File: src/rtl/core/scint_pkg.sv
`default_nettype none
package scint_pkg;

  localparam int CW     = 32;   // width of every coordinate and curvature field
  localparam int DW     = 33;   // exact width of a difference of two fields
  localparam int PW     = 66;   // width of a signed product of two differences
  localparam int ABW    = 66;   // squared lengths
  localparam int DOTW   = 67;   // signed dot product
  localparam int DKW    = 32;   // magnitude of the curvature difference
  localparam int REM_W  = 128;  // partial remainder of the root and divide chain
  localparam int ROOT_W = 64;   // root or quotient built one bit per stage
  localparam int SUB_W  = 194;  // candidate subtrahend, wide enough for any shift
  localparam int NSTEPS = ROOT_W;
  localparam int DLW    = 35;   // correction after limiting
  localparam int IN_W   = 8 * CW;

  localparam logic [DLW-1:0] DELTA_MAX = 35'h4_0000_0000;

  typedef struct packed {
    logic [REM_W-1:0]    rem;
    logic [REM_W-1:0]    tacc;
    logic [ROOT_W-1:0]   root;
    logic [ABW-1:0]      ab2;
    logic [DKW-1:0]      dk_mag;
    logic signed [CW-1:0] ka;
    logic                behind;
    logic                degen;
    logic                ovf;
    logic                dk_neg;
  } step_t;

  typedef struct packed {
    logic signed [CW-1:0] kappa;
    logic                 saturated;
    logic                 degenerate;
    logic                 query_behind;
  } res_t;

endpackage
`default_nettype wire

File: src/rtl/core/scint_step.sv
`default_nettype none
module scint_step
  import scint_pkg::*;
#(
  parameter int BIT = 0
) (
  input  wire logic  clk,
  input  wire logic  rst_n,
  input  wire logic  en,
  input  wire step_t s_i,
  input  wire logic  v_i,
  output step_t      s_o,
  output logic       v_o
);

  step_t            s_r, s_nxt;
  logic             v_r;
  logic [SUB_W-1:0] sub;
  logic             take;

  // Square root mode keeps tacc = root * ab2, so that setting this bit costs
  // 2 * tacc * 2^BIT + ab2 * 2^(2*BIT). Divide mode tries ab2 * 2^(BIT+1).
  always_comb begin
    if (s_i.behind) begin
      sub = (SUB_W'(s_i.tacc) << (BIT + 1)) + (SUB_W'(s_i.ab2) << (2 * BIT));
    end else begin
      sub = SUB_W'(s_i.ab2) << (BIT + 1);
    end
    take  = SUB_W'(s_i.rem) >= sub;
    s_nxt = s_i;
    if (take) begin
      s_nxt.rem  = s_i.rem - sub[REM_W-1:0];
      s_nxt.root = s_i.root | (ROOT_W'(1) << BIT);
      if (s_i.behind) begin
        s_nxt.tacc = s_i.tacc + (REM_W'(s_i.ab2) << BIT);
      end
    end
  end

  always_ff @(posedge clk) begin
    if (!rst_n) begin
      v_r <= 1'b0;
    end else if (en) begin
      v_r <= v_i;
    end
  end

  always_ff @(posedge clk) begin
    if (en) begin
      s_r <= s_nxt;
    end
  end

  assign s_o = s_r;
  assign v_o = v_r;

endmodule
`default_nettype wire

File: config.mk
export PLATFORM = sky130hd
export DESIGN_NAME = scint_step
export DESIGN_NICKNAME = d
export VERILOG_FILES = /design/src/rtl/core/scint_pkg.sv /design/src/rtl/core/scint_step.sv
export SDC_FILE = /design/constraint.sdc
export NUM_CORES = 1
export LEC_CHECK = 0
export BUFFER_PORTS_ARGS = -buffer_cell sky130_fd_sc_hd__buf_4
export CAP_MARGIN = 20
export CORE_AREA = 2 2 354 356
export DETAILED_ROUTE_END_ITERATION = 12
export DIE_AREA = 0 0 356 358
export PLACE_DENSITY_LB_ADDON = 0.08
export REMOVE_ABC_BUFFERS = 1
export SYNTH_ARGS = -nofsm -noshare
export SYNTH_HDL_FRONTEND = slang
export SYNTH_SLANG_ARGS = --single-unit
File: constraint.sdc
create_clock -name clk -period 15.8 [get_ports clk]
set_input_delay 0 -clock clk [delete_from_list [all_inputs] [get_ports clk]]
set_output_delay 0 -clock clk [all_outputs]
set_load 0.03 [all_outputs]
Word-level counts from Yosys, hierarchy flattened
Cells that the tools add are included.
- latch bits: 0
- logic and storage cells: 19
- RAM bits: 0
- bits in registers: 455
- memories: 0
- output and inout port bits: 455
- ROM bits: 0
- bits of input ports: 458
- reductions and logical operators: 0
- equal/unequal tests: 0
- magnitude comparators: 1
- bitwise operators: 0
- div/mod/pow operators: 0
- add/subtract/negate cells: 3
- shifts and indexed selects: 0
- multipliers: 0
- mux-type cells: 3
- operator list (kind ; count):
    two-way mux 320 bit ; 1
    >= comparator 128 x 194 -> 1 bit ; 1
    two-way mux 194 bit ; 1
    adder 129 x 66 -> 130 bit ; 1
    adder 128 x 66 -> 128 bit ; 1
    two-way mux 128 bit ; 1
    subtractor 128 bit ; 1

Longest topological paths before layout
- depth after elaboration: 4
- gate-level depth with buffers: 32

Worst setup path after synthesis
No wires, ideal clock.
- path type: in2reg
- start: in s_i[69] in the netlist's numbering
- end: reg s_r, in the netlist s_o[198] (data pin)
- buffers on the path: 3
- arrival: 6.489 ns
- stages: 29
- path slack: 9.051 ns
- data required time: 15.540 ns
- cells stage by stage: ha_1 > fa_1 > a211oi_1 > nor2_1 > o41ai_1 > o31ai_2 > a31oi_1 > nor4_1 > nor3_1 > o31ai_1 > a311oi_1 > o41ai_1 > mux2i_1 > a2111oi_0 > ha_1 > clkbuf_1 > a21oi_1 > nand2_1 > o32ai_1 > a31o_2 > o211ai_1 > or4_4 > a31oi_2 > a31oi_1 > o211ai_2 > or2_4 > buf_6 > buf_6 > mux2_2
- RTL lines (element ; RTL line ; source):
    start, declared ; scint_step.sv:10 ; input wire step_t s_i,
    end signal, assigned ; scint_step.sv:50 ; s_r <= s_nxt;
    end, declared ; scint_step.sv:16 ; step_t s_r, s_nxt;

==> flow_metrics.py <==
metrics = {
    "routing": {
        "wl_per_cell_um": 24.4,
        "routed_via_density": 5.06,
        "first_pass_iters": 6,
        "drc": 0,
        "antenna_left": 0,
        "drt-total-wl_um": 168000,
        "vias": 34900,
        "drt_iter0_markers": 2354,
    },
    "finish": {
        "fillCellCount": 12500,
        "layout.nets": 5907,
        "post-route-util": 0.412,
        "fin_cells": 6892,
        "area_growth_pct": 45.2,
        "layout-drive-gt1-share": 0.211,
    },
    "status": {
        "outcome": "finished clean",
    },
    "clocking": {
        "cts.clk_slew.worst_paths_ns": 0.06,
        "cts_setup_buffers": 0,
        "ctsRootBufferMaster": "clkbuf_16",
        "ctsResizeCount": 0,
        "cts_max_path_buffers": 3,
        "cts-buffers-inserted": 60,
        "htree_levels": 2,
        "worst_skew_pair.late_latency_ns": 0.68,
        "cts_tree": "built",
        "ctsHoldBuffers": 540,
        "cts_sinks": 455,
    },
    "place": {
        "dp.cells": 6222,
        "finalWeightedCongestion": 0.917,
        "hpwl_um": 136000,
        "io_buffers": 912,
    },
    "global_routing": {
        "grt_usage": 0.252,
        "first_global_vias": 35000,
        "grt_antenna_before_repair": 22,
        "grt_max_degree": 151,
        "grt_overflow": 0,
        "grt_first_pass_wirelength_um": 239000,
    },
    "timing": {
        "min_period_ns": 10.75,
        "tns_ns": 0,
        "hold_viol": 0,
        "setup_viol": 0,
        "skew_ns": 0,
        "worst_pin_slew_ns": 1.10,
        "fin_crit_sh": 0.680,
        "final_max_slew_viol_count": 0,
        "relSlewSlack": 0.257,
        "rsz0062_at_grt": "no",
        "clock.fmax_mhz": 93.0,
    },
    "synth": {
        "ys_ff_latch": 455,
        "async_flop_share": 0,
        "synth_ff_type": "edfxtp_1",
        "syn-instance-count": 3829,
        "syn_avg_cell_area_um2": 9.13,
        "ys_seq_area_frac": 0.391,
        "syn_area_um2": 35000,
        "synth-edff-count": 454,
        "ys_types": 98,
        "yosysWarningCount": 0,
    },
    "critical_path": {
        "startpoint": "s_i[69]",
        "endpoint": "s_o[329]",
        "ff2ff_path_depth": 3,
        "worstSetupStartpointType": "input pin",
        "required_ns": 16.22,
        "crit_path_end_kind": "flip-flop",
        "critical_path.slowest_cell": "a2111oi_0",
        "path_class": "input pin to flip-flop",
        "r2r_start": "v_o",
        "critPathMaxFanout": 90,
        "cpPeakStageDelay_ns": 0.87,
        "arrival_ns": 11.17,
        "r2r-end": "v_o",
        "r2r_slack_ns": 14.64,
    },
    "die": {
        "row_count": 129,
        "initial_utilization": 0.283,
        "die_area_um2": 127000,
        "die_y_um": 358,
        "die_width_um": 356,
        "core_um2": 123000,
        "io_pins": 913,
    },
    "power": {
        "ir_worst_vdd_v": 0.0000894,
        "p_leak_nw": 21.1,
        "power_density_nw_per_um2": 95.9,
        "power.total_mw": 4.87,
    },
    "job": {
        "drv_cap": 0,
    },
    "hold_path": {
        "min_path_type": "input pin to flip-flop",
    },
}
-- layer usage --
metal  share of wire  up-vias  global-route usage
met4           0.039        8              0.0911
met3           0.054      205              0.0451
met1            0.40    16700               0.296
met5         0.00025        -                   0
met2            0.51     1043               0.458
li1                -    16900                   -
-- Yosys cell counts, drive strengths merged, types with 7 or more instances --
master	instances	area share
nand2b	31	0.0055
nand2	532	0.057
nor4	21	0.0050
and4	12	0.0030
and3	49	0.0088
edfxtp	454	0.39
a21o	148	0.032
or3	21	0.0039
inv	89	0.0096
ha	259	0.093
nand3	113	0.016
a21boi	15	0.0032
or2	15	0.0028
a31oi	30	0.0062
buf	37	0.0074
and2	25	0.0045
nor2	235	0.025
o21a	33	0.0071
o211ai	13	0.0029
a221oi	11	0.0033
o21bai	60	0.013
nor3	70	0.010
o21ai	351	0.050
clkbuf	147	0.016
a311oi	10	0.0025
xor2	116	0.029
xnor2	240	0.060
nor2b	26	0.0047
mux2	14	0.0045
a21oi	333	0.048
o41ai	9	0.0025
nand4	105	0.019
o31ai	23	0.0052
or4	12	0.0028
a31o	11	0.0028
a211o	7	0.0018
mux2i	44	0.013
a211oi	22	0.0049
-- worst min-delay path by stage --
stage / end / depth (start not counted) / slack (ns) / start
3_3_place_gp: s_o[157] / 1 / 0.18 / s_i[157]
5_1_grt: s_o[163] / 2 / 0.02 / s_i[163]
4_1_cts: s_o[175] / 2 / 0.0002 / s_i[175]
2_1_floorplan: s_o[0] / 0 / 0.1 / s_i[0]
3_5_place_dp: s_o[166] / 1 / 0.18 / s_i[166]
6_report: s_o[187] / 2 / 0.04 / s_i[187]
-- kinds of logic after synthesis --
logic type                 count (synthesis)  share of synthesized area
and+or+nand+nor                         1284                      0.173
buffers and inverters                    274                     0.0330
adders and majority gates                262                     0.0944
AOI/OAI and AO/OA                       1140                      0.203
DFF                                      455                      0.391
muxes                                     58                     0.0171
xor gates and xnor gates                 356                     0.0892
-- registers in the layout (all words and copies together) (netlist names) --
register,count
s_o,454
v_o,1
-- cell type report --
| cell class | count | area (um^2) | area share |
|---|---|---|---|
| clock buffer | 75 | 1580 | 0.0311 |
| timing repair buffer | 1480 | 12500 | 0.246 |
| clock inverter | 36 | 434 | 0.00855 |
| sequential | 455 | 13700 | 0.269 |
| antenna | 19 | 47.5 | 0.000937 |
| tap | 1637 | 2050 | 0.0403 |
| multi-input combinational | 3100 | 20200 | 0.397 |
| inverter | 90 | 338 | 0.00666 |
-- per-stage QoR --
stage	instance area, um^2	worst slack (ns)	hold WS (ns)
2_1_floorplan	34100	7.34	0.0989
3_3_place_gp	43300	5.46	0.178
3_5_place_dp	43300	5.30	0.179
4_1_cts	50700	5.08	0.000227
5_1_grt	50700	4.37	0.0207
6_report	50800	5.05	0.0443
-- placed cells by master (no fill, tap or decap), types with 49 or more instances in the layout --
master         Yosys  final
a21o_1           147    147
a21oi_1          332    331
and3_1            49     49
buf_4             13    937
clkbuf_16          0     61
dlygate4sd3_1      0    540
edfxtp_1         454    454
ha_1             259    259
inv_1             89     89
nand2_1          531    531
nand3_1          113    113
nand4_1          102    102
nor2_1           234    234
nor3_1            68     67
o21ai_0          331    331
o21bai_1          60     60
xnor2_1          240    240
xor2_1           116    116
-- power by group --
part	switching (mW)	leakage [nW]	internal, mW
Clock	0.597	0.976	0.839
Sequential	0.0458	4.45	1.49
Combinational	1.17	15.7	0.730
Total	1.81	21.1	3.06
-- worst max-delay path: cells and delay by family --
kind            cells  cell delay [ns]
simple gates        5             1.46
buf+inv             4             2.06
compound gates     17             6.25
mux                 1             0.16
fa+ha+maj           3             1.16
No activity file was read; power rests on OpenSTA's default activity.
