File: config.mk
export PLATFORM = sky130hd
export DESIGN_NAME = scint_outbuf
export DESIGN_NICKNAME = d
export VERILOG_FILES = /design/src/rtl/core/scint_pkg.sv /design/src/rtl/core/scint_outbuf.sv
export SDC_FILE = /design/constraint.sdc
export NUM_CORES = 1
export LEC_CHECK = 0
export BUFFER_PORTS_ARGS = -buffer_cell sky130_fd_sc_hd__clkbuf_2
export CAP_MARGIN = 20
export CORE_ASPECT_RATIO = 1.2
export CORE_MARGIN = 3
export CORE_UTILIZATION = 40
export DETAILED_ROUTE_END_ITERATION = 8
export GPL_TIMING_DRIVEN = 0
export PLACE_DENSITY = 0.68
export SYNTH_ARGS = -nofsm -noshare
export SYNTH_HDL_FRONTEND = slang
export SYNTH_SLANG_ARGS = --single-unit
export TNS_END_PERCENT = 20
File: constraint.sdc
create_clock -name clk -period 5.1 [get_ports clk]
set_input_delay 0.51 -clock clk [delete_from_list [all_inputs] [get_ports clk]]
set_output_delay 0.51 -clock clk [all_outputs]
set_load 0.02 [all_outputs]
File: src/rtl/core/scint_pkg.sv
`default_nettype none
package scint_pkg;

  localparam int CW     = 32;   // width of every coordinate and curvature field
  localparam int DW     = 33;   // exact width of a difference of two fields
  localparam int PW     = 66;   // width of a signed product of two differences
  localparam int ABW    = 66;   // squared lengths
  localparam int DOTW   = 67;   // signed dot product
  localparam int DKW    = 32;   // magnitude of the curvature difference
  localparam int REM_W  = 128;  // partial remainder of the root and divide chain
  localparam int ROOT_W = 64;   // root or quotient built one bit per stage
  localparam int SUB_W  = 194;  // candidate subtrahend, wide enough for any shift
  localparam int NSTEPS = ROOT_W;
  localparam int DLW    = 35;   // correction after limiting
  localparam int IN_W   = 8 * CW;

  localparam logic [DLW-1:0] DELTA_MAX = 35'h4_0000_0000;

  typedef struct packed {
    logic [REM_W-1:0]    rem;
    logic [REM_W-1:0]    tacc;
    logic [ROOT_W-1:0]   root;
    logic [ABW-1:0]      ab2;
    logic [DKW-1:0]      dk_mag;
    logic signed [CW-1:0] ka;
    logic                behind;
    logic                degen;
    logic                ovf;
    logic                dk_neg;
  } step_t;

  typedef struct packed {
    logic signed [CW-1:0] kappa;
    logic                 saturated;
    logic                 degenerate;
    logic                 query_behind;
  } res_t;

endpackage
`default_nettype wire

File: src/rtl/core/scint_outbuf.sv
`default_nettype none
module scint_outbuf
  import scint_pkg::*;
(
  input  wire logic clk,
  input  wire logic rst_n,
  input  wire res_t d_i,
  input  wire logic v_i,
  output logic      pipe_en,
  output res_t      q_o,
  output logic      q_valid,
  input  wire logic q_ready
);

  res_t out_r, skid_r;
  logic out_v_r, skid_v_r;
  logic take;

  assign pipe_en = !skid_v_r;
  assign take    = v_i && pipe_en;

  always_ff @(posedge clk) begin
    if (!rst_n) begin
      out_v_r  <= 1'b0;
      skid_v_r <= 1'b0;
    end else if (out_v_r && !q_ready) begin
      if (take) begin
        skid_v_r <= 1'b1;
      end
    end else if (skid_v_r) begin
      out_v_r  <= 1'b1;
      skid_v_r <= 1'b0;
    end else begin
      out_v_r <= take;
    end
  end

  always_ff @(posedge clk) begin
    if (out_v_r && !q_ready) begin
      if (take) begin
        skid_r <= d_i;
      end
    end else if (skid_v_r) begin
      out_r <= skid_r;
    end else if (take) begin
      out_r <= d_i;
    end
  end

  assign q_o     = out_r;
  assign q_valid = out_v_r;

endmodule
`default_nettype wire

======== After elaboration in Yosys (flattened, before gate mapping) ========
Index checks and enable logic that the tools add are counted.
word-level totals
  input port bits ......................... 39
  register bits ........................... 72
  output and inout bits ................... 37
  word-level logic and storage cells ...... 22
operators by class
  bitwise gates (word level) .............. 1
  reduce and logical (&&, ||, !) cells .... 8
  multiplexer cells ....................... 3
operators by type and width
  cell                 number
  $mux W35             2
  $reduce_and A2 Y1    3
  $logic_and A1 B1 Y1  2
  $logic_not A1 Y1     2
  $reduce_bool A2 Y1   1
  $mux W1              1
  $not A1 Y1           1

======== Logic depth before layout (Yosys ltp) ========
Gate-level depths: netlist of the first run.
  depth in word-level cells ............... 4
  gate-level depth with buffers ........... 4
  mapped depth without buffers ............ 2

======== Worst setup path before layout of the first run ========
No wires, ideal clock.
  path kind ............................... input port to flip-flop
  start ................................... input port q_ready
  end ..................................... register skid_r[0] (netlist bit), enable pin
  path buffers ............................ 0
  arrival time ............................ 3.343 ns
  cell stages on the path ................. 2
  required time ........................... 4.622 ns
  setup slack ............................. 1.279 ns
  library setup time ...................... 0.478 ns
  cells stage by stage .................... nand2b_1 -> nor3b_1
between the ends
  cells in the longest elaborated chain, start to end .. 3
RTL lines
  item                                RTL line            source
  start: declaration                  scint_outbuf.sv:12  input wire logic q_ready
  $logic_not A1 Y1                    scint_outbuf.sv:39  if (out_v_r && !q_ready) begin
  $logic_and A1 B1 Y1                 scint_outbuf.sv:39
  $reduce_and A2 Y1 (no source line)  --
  end signal: assignment              scint_outbuf.sv:41  skid_r <= d_i;
  end: declaration                    scint_outbuf.sv:15  res_t out_r, skid_r;
Every way passes these cells.
A chain may end at the register's enable or synchronous reset.

======== Worst setup path after layout of the first run ========
  start ................................... register skid_v_r
  end ..................................... register skid_r[16] (netlist bit), enable pin
between the ends
  cells in the longest elaborated chain, start to end .. 3
RTL lines
  item                                RTL line            source
  start: declaration                  scint_outbuf.sv:16  logic out_v_r, skid_v_r;
  start signal: assignment            scint_outbuf.sv:25  skid_v_r <= 1'b0;
  start signal: assignment            scint_outbuf.sv:28  skid_v_r <= 1'b1;
  start signal: assignment            scint_outbuf.sv:32  skid_v_r <= 1'b0;
  $logic_not A1 Y1                    scint_outbuf.sv:19  assign pipe_en = !skid_v_r;
  $logic_and A1 B1 Y1                 scint_outbuf.sv:20  assign take = v_i && pipe_en;
  $reduce_and A2 Y1 (no source line)  --
Every way passes these cells.

==> out/qor.txt, run 1 <==
Status: finished clean
Setup_tns: 0 ns
Vias per cell: 4.67
Area after DPL: 3160 µm²
Bufs on Longest Clock Path: 2
Pre-antenna DRT Iters: 4
Cts repair resizes: 0
CTS tree: built
First-pass GRT wire length: 7350 µm
Hold Violations, Final: 0
Fin crit share: 42.0%
Worst Max-Slew Pin Slew: 0.889 ns
Area of the mapped netlist: 2640 µm²
M1 wire length: 1770 µm
Nets: 246
Max VDD drop: 0.208 mV
Synthesis warning total: 0
Final core utilization: 53.8%
Yosys top cell by area: edfxtp_1
Starting Density: 42.5%
PortBufs: 75
Diode count: 0
Clock-pin transition on the worst setup and hold timing paths: 0.07 ns
Commonest non-fill, non-tap cells in the layout: clkbuf_2, edfxtp_1, mux2_2, clkbuf_8, mux2_4
Initial antenna violation count: 0
Setup Fix Bufs, Post-CTS: 0
Critical path data arrival time: 2.19 ns
WL/cell: 15.2 µm
Fin area: 3340 µm²
Final cell count without fillers: 294
Hold slack: 0.363 ns
Critical Path Fanout Max: 10
Setup CP Type: reg -> reg
Commonest non-fill, non-tap cell in the layout: clkbuf_2
GRT Residual Overflow: 0
Slew headroom: 40.7%
Die X: 80.2 µm
Highest clock rate: 467 MHz
Crit. End Element: flop
Max Slew Vio Count: 0
Cts bufs inserted: 9
Count of different cell masters after synthesis: 13
RePlAce Congestion: 0.672
Largest net degree at the start of global routing: 36
Final HPWL DP: 3130 µm
Cts hold-fix bufs: 0
Max Used Layer: met4
Via count: 1372
Placed insts: 278
Tot GR Track Use: 13.4%
1st-iter DRT viols: 47
Synthesized net count: 157
Htree depth: 3
PwrDens: 359 nW/µm²
# DRC: 0
Max Cap Viol: 0
Endpoints failing setup: 0
Leakage: 1.28 nW
RSZ-0062 raised after global routing: no
Share of the synthesized area in the top cell type: 79.6%
Critical Path RT: 5.14 ns
CTS root buf: clkbuf_8
Tmin final: 2.14 ns
#FFs+latches synth: 72
Layout Area Growth over Synthesis: 26.4%
Die Y: 95.0 µm
Die area: 7610 µm²
Syn Inst Count: 118
Core Area: 6210 µm²
Post-Route WL: 4460 µm
Synth Area per Inst: 22.4 µm²
Worst-case clock skew: 0.00437 ns
Clock sinks: 72
Share of layout cells above drive strength 1: 62.3%
Vias in the first global route: 1461
Met3 WL: 301 µm
Hold Path Class: in -> reg
Fill count: 545
Met2 wire length: 2270 µm
Worst-Skew Late Latency: 0.33 ns
Critical Path Source Type: flop
Register area share after synthesis: 81.1%
Row cnt: 31
Synth area leaders: edfxtp_1, mux2_2, mux2_4
Ports: 76
Post-DRT Antenna Nets: 0
[through the flow]
step | total power [mW] | setup slack, ns
CTS | 1.22 | 2.88
global placement | 0.800 | -0.313
finish | 1.20 | 2.96
detailed placement | 0.804 | 2.68
floorplan | 0.758 | 1.28
global route | 1.25 | 2.80
[area by class of cell]
type	count	area, µm²	area share [%]
plain buffers	4	32.5	0.975
clock buffers	11	131	3.94
clock inverters	5	47.5	1.42
inverters	1	3.75	0.112
multi-input cells	41	468	14.0
flip-flops and latches	72	2140	64.2
well taps	82	103	3.07
repair buffers	78	409	12.3
[registers in the layout, indices dropped and copies added, names as in the netlist]
signal,count
skid_v_r,1
q_o,35
skid_r,35
q_valid,1
[worst max-delay path: stages (launching register included)]
cell     delay (ns)
dfxtp_1        0.33
buf_6          0.15
buf_6          0.15
nor3b_2        0.63
buf_6          0.25
buf_6          0.17
buf_6          0.16
[worst paths after layout]
kind | start | endpoint | slack (ns) | depth (start not counted)
worst min register to register | skid_r[6]$_DFFE_PP_ | q_o[6]$_DFFE_PP_ | 0.55 | 1
worst min-delay path | d_i[2] | skid_r[2]$_DFFE_PP_ | 0.36 | 1
worst max-delay path | skid_v_r$_SDFFE_PN0P_ | skid_r[16]$_DFFE_PP_ | 2.96 | 6
worst max register to register | skid_v_r$_SDFFE_PN0P_ | skid_r[16]$_DFFE_PP_ | 2.96 | 6
[cells in the mapped netlist]
cell and count:
nor2_1 1, dfxtp_1 2, nor3b_1 1, mux2_4 6, buf_6 2, nand2b_1 1
nor3b_2 1, edfxtp_1 70, o21a_1 1, inv_1 1, a21boi_1 1, buf_2 2
mux2_2 29
[where the power goes]
part | internal, mW | switching (mW)
logic | 0.0413 | 0.0583
registers | 0.681 | 0.00683
clock network | 0.221 | 0.190
[logic make-up (layout without fill, tap and decap cells)]
family | count (synthesis) | in the layout | synth area share [%]
muxes | 35 | 35 | 15.8
and+or+nand+nor | 4 | 4 | 1.14
DFF | 72 | 72 | 81.1
AOI/OAI and AO/OA | 2 | 2 | 0.569
buffers and inverters | 5 | 99 | 1.37
[metal layers]
metal  GRT usage (%)  vias to the layer above
met5               0                        -
met4            9.30                        0
met3            3.82                        9
met2            20.8                       47
met1            15.9                      666
li1                -                      650
Note: power is estimated with default switching activity, not from simulation.
==> run 2, diff against run 1 <==
clock period = 2 ns   (was 5.1 ns; I/O delays follow)
==> out/qor.txt, run 2 (same netlist as run 1, synthesis figures left out) <==
Status: finished clean
Tmin final: 1.81 ns
Commonest non-fill, non-tap cell in the layout: clkbuf_2
Max Cap Viol: 0
Setup Fix Bufs, Post-CTS: 0
Worst Max-Slew Pin Slew: 0.717 ns
Commonest non-fill, non-tap cells in the layout: clkbuf_2, edfxtp_1, mux2_2, clkbuf_8, mux2_4
Post-DRT Antenna Nets: 0
Tot GR Track Use: 13.2%
Cts repair resizes: 0
Diode count: 0
Worst-Skew Late Latency: 0.33 ns
Final core utilization: 53.5%
Reg2reg path depth: 4
Post-Route WL: 4470 µm
# DRC: 0
Layout Area Growth over Synthesis: 25.7%
Flop2flop setup slack: 0.19 ns
Leakage: 1.26 nW
First-pass GRT wire length: 7200 µm
Max VDD drop: 0.503 mV
Die area: 7610 µm²
Share of layout cells above drive strength 1: 61.7%
Final HPWL DP: 2980 µm
Worst-case clock skew: 0.00769 ns
Via count: 1347
Fill count: 544
Cts bufs inserted: 9
Setup CP Type: reg -> reg
Initial antenna violation count: 0
Slew headroom: 52.1%
WL/cell: 15.3 µm
Hold Startpoint: d_i[27]
Pre-antenna DRT Iters: 4
Hold Path Class: in -> reg
Critical path data arrival time: 1.84 ns
Sequential share of power: 60.3%
Highest clock rate: 553 MHz
Max Slew Vio Count: 0
Vias per cell: 4.63
PortBufs: 75
Clock-pin transition on the worst setup and hold timing paths: 0.07 ns
RSZ-0062 raised after global routing: no
Core Area: 6210 µm²
Fin crit share: 90.4%
Final cell count without fillers: 291
Ports: 76
Largest net degree at the start of global routing: 36
PwrDens: 877 nW/µm²
Nets: 245
Internal power: 2.28 mW
Crit Reg-Reg Endpoint: skid_r[13]$_DFFE_PP_
Bufs on Longest Clock Path: 2
Net Sw Frac: 21.8%
Crit. End Element: flop
CTS root buf: clkbuf_8
Combinational fraction of design power: 8.8%
Vias in the first global route: 1463
Starting Density: 42.5%
Clk pwr share: 30.9%
Worst Hold End: skid_r[27]$_DFFE_PP_
Die X: 80.2 µm
GRT Residual Overflow: 0
Placed insts: 277
Worst setup path startpoint: skid_v_r$_SDFFE_PN0P_
Row cnt: 31
CTS tree: built
Htree depth: 3
Tot Pwr: 2.91 mW
Clock sinks: 72
Critical Path Source Type: flop
RePlAce Congestion: 0.653
Cts hold-fix bufs: 0
1st-iter DRT viols: 96
Hold Violations, Final: 0
Sw Pwr: 634 µW
Die Y: 95.0 µm
Critical Path Fanout Max: 11
Critical Path RT: 2.03 ns
Endpoints failing setup: 0
Hold path cells: 1
RR Startpoint: skid_v_r$_SDFFE_PN0P_
-- run 2: changes by cell type in the layout (fill, tap and decap cells not counted), sizes merged --
cell,change
clkbuf,+1
buf,-1
clkinv,-2
bufinv,-1
-- run 2: critical path: stages, from the launching register on --
cell and delay (ns):
dfxtp_1 0.33, buf_6 0.15, buf_6 0.15, nor3b_4 0.63, buf_6 0.25
-- run 2: cell type report --
| class | count | area (µm²) | area share [%] |
|---|---|---|---|
| multi-input combinational | 41 | 480 | 14.5 |
| tap | 82 | 103 | 3.09 |
| sequential | 72 | 2140 | 64.5 |
| clock buffer | 12 | 135 | 4.07 |
| inverter | 1 | 3.75 | 0.113 |
| clock inverter | 2 | 8.76 | 0.264 |
| buffer | 4 | 32.5 | 0.980 |
| timing repair buffer | 77 | 414 | 12.5 |
-- run 2: how the worst max path moves through the flow --
stage,to,slack [ns]
finish,skid_r[13]$_DFFE_PP_,0.19
detailed placement,q_o[18]$_DFFE_PP_,0.09
global route,skid_r[13]$_DFFE_PP_,0.07
global placement,skid_r[18]$_DFFE_PP_,-0.51
floorplan,skid_r[0]$_DFFE_PP_,0.01
CTS,q_o[16]$_DFFE_PP_,0.07
-- run 2: stage by stage --
stage          setup TNS (ns)  hold WS, ns  cell area, µm²  setup WS, ns
2_1_floorplan               0        0.299            2650        0.0129
3_3_place_gp           -33.75        0.393            3130        -0.509
3_5_place_dp                0        0.394            3170        0.0869
4_1_cts                     0       0.0345            3310        0.0741
5_1_grt                     0       0.0332            3320        0.0657
6_report                    0       0.0587            3320         0.193
-- run 2: layer usage --
metal / GRT usage, % / vias to the layer above / wire (µm)
li1: - / 641 / -
met1: 15.8 / 657 / 1760
met2: 19.6 / 43 / 2270
met3: 6.30 / 6 / 364
met4: 6.76 / 0 / 70
met5: 0 / - / 0
-- run 2: power by group through the flow --
stage | Combinational, mW | Clock, mW | Sequential (mW)
after detailed placement | 0.261 | 0 | 1.79
after floorplan | 0.0801 | 0 | 1.85
after global placement | 0.251 | 0 | 1.79
after CTS | 0.262 | 0.943 | 1.76
after global routing | 0.282 | 1.01 | 1.76
final | 0.257 | 0.900 | 1.75
==> run 3, diff against run 2 <==
BUFFER_PORTS_ARGS = -buffer_cell sky130_fd_sc_hd__buf_2   (was -buffer_cell sky130_fd_sc_hd__clkbuf_2)
CELL_PAD_IN_SITES_DETAIL_PLACEMENT = 0   (was default)
CELL_PAD_IN_SITES_GLOBAL_PLACEMENT = 2   (was default)
CORE_UTILIZATION = 39   (was 40)
CTS_BUF_LIST = sky130_fd_sc_hd__clkbuf_4   (was default)
PLACE_DENSITY = 0.86   (was 0.68)
==> out/qor.txt, run 3 (same netlist as run 1, synthesis figures left out) <==
Clock sinks: 72
Sequential share of power: 57.9%
Hold Path Class: in -> reg
Vias per cell: 4.53
Slew headroom: 67.3%
Max Used Layer: met4
Sw Pwr: 630 µW
M1 wire length: 1980 µm
Internal power: 2.40 mW
GRT Residual Overflow: 0
Layout Area Growth over Synthesis: 39.9%
Starting Density: 40.7%
Flop2flop setup slack: 0.22 ns
Highest clock rate: 562 MHz
Worst setup path end: skid_r[16]$_DFFE_PP_
Hold Violations, Final: 0
First-pass GRT wire length: 7890 µm
PortBufs: 75
Bufs on Longest Clock Path: 2
Clk pwr share: 31.7%
Die Y: 96.1 µm
Diode count: 0
Pre-antenna DRT Iters: 4
Critical path data arrival time: 1.89 ns
Crit. End Element: flop
Final core utilization: 56.9%
Core Area: 6490 µm²
Met2 wire length: 2690 µm
Worst Max-Slew Pin Slew: 0.491 ns
Status: finished clean
Critical Path RT: 2.11 ns
CTS tree: built
Max Slew Vio Count: 0
Worst-Skew Late Latency: 0.40 ns
Fin area: 3690 µm²
Cts bufs inserted: 9
Htree depth: 3
Tot GR Track Use: 14.2%
Leakage: 1.40 nW
Worst setup path startpoint: skid_v_r$_SDFFE_PN0P_
Critical Path Fanout Max: 16
WL/cell: 15.1 µm
Via count: 1496
Nets: 280
Crit Reg-Reg Endpoint: skid_r[16]$_DFFE_PP_
PwrDens: 820 nW/µm²
Max VDD drop: 0.412 mV
Post-Route WL: 4980 µm
Row cnt: 32
RR Startpoint: skid_v_r$_SDFFE_PN0P_
Combinational fraction of design power: 10.5%
Final HPWL DP: 3290 µm
Tot Pwr: 3.03 mW
Clock-pin transition on the worst setup and hold timing paths: 0.10 ns
Ports: 76
# DRC: 0
Reg2reg path depth: 5
Net Sw Frac: 20.8%
Tmin final: 1.78 ns
Commonest non-fill, non-tap cells in the layout: buf_2, edfxtp_1, dlygate4sd3_1, mux2_2, clkbuf_4
Fin crit share: 89.0%
Commonest non-fill, non-tap cell in the layout: buf_2
Die area: 7800 µm²
Setup CP Type: reg -> reg
1st-iter DRT viols: 80
RSZ-0062 raised after global routing: no
Post-DRT Antenna Nets: 0
Hold slack: 0.0698 ns
CTS root buf: clkbuf_4
Max Cap Viol: 0
Critical Path Source Type: flop
Worst-case clock skew: 0.0190 ns
RePlAce Congestion: 0.641
Die X: 81.1 µm
Area after DPL: 3190 µm²
Share of layout cells above drive strength 1: 53.9%
Met3 WL: 225 µm
Endpoints failing setup: 0
Initial antenna violation count: 0
Largest net degree at the start of global routing: 36
Vias in the first global route: 1605
Setup Fix Bufs, Post-CTS: 0
## run 3: changes by cell type in the layout (fill, tap and decap cells not counted), sizes merged
| cell | change |
|---|---|
| clkbuf | -77 |
| clkinv | +1 |
| bufinv | +2 |
| buf | +75 |
| dlygate4sd3 | +35 |
## run 3: repair_timing
action | 4_1_cts | 5_1_grt
setup endpoints to repair | 0 | 18
hold endpoints to repair | 35 | 0
gates resized for setup | 0 | 1
hold buffers | 35 | 0
## run 3: through the flow
stage,TNS (ns),cells,setup WS [ns]
after CTS,0,330,0.0705
after global placement,-36.41,278,-0.560
after global routing,0,330,0.0987
final,0,330,0.220
after detailed placement,0,280,0.0900
after floorplan,0,118,0.0129
## run 3: worst max-delay path, stage by stage (launching register included)
cell and delay, ns:
dfxtp_1 0.35, buf_6 0.16, buf_6 0.16, nor3b_4 0.43
buf_16 0.22, buf_16 0.16
## run 3: power by group through the flow
stage	sequential (mW)	combinational (mW)	clock, mW
after global routing	1.76	0.344	1.06
after floorplan	1.85	0.0801	0
after CTS	1.75	0.321	0.997
final	1.75	0.317	0.958
after global placement	1.79	0.254	0
after detailed placement	1.79	0.267	0
## run 3: how the worst min path moves through the flow
stage	cells after the start	slack [ns]	from	to
after floorplan	0	0.30	d_i[0]	skid_r[0]$_DFFE_PP_
after global placement	1	0.39	d_i[4]	skid_r[4]$_DFFE_PP_
after detailed placement	1	0.39	d_i[1]	skid_r[1]$_DFFE_PP_
after CTS	2	0.03	rst_n	q_valid$_SDFFE_PN0N_
after global routing	2	0.05	rst_n	q_valid$_SDFFE_PN0N_
final	2	0.07	rst_n	q_valid$_SDFFE_PN0N_
## run 3: final cells by class
type,instances,area [µm²]
fill,535,2790
sequential,72,2140
timing repair buffer,112,781
multi-input combinational,41,480
tap,85,106
clock buffer,10,75.1
clock inverter,5,72.6
buffer,4,32.5
inverter,1,3.75
## run 3: routing by layer
metal	track usage (%)	up-vias
li1	-	719
met1	16.1	726
met2	24.0	44
met3	4.21	7
met4	7.61	0
met5	0	-
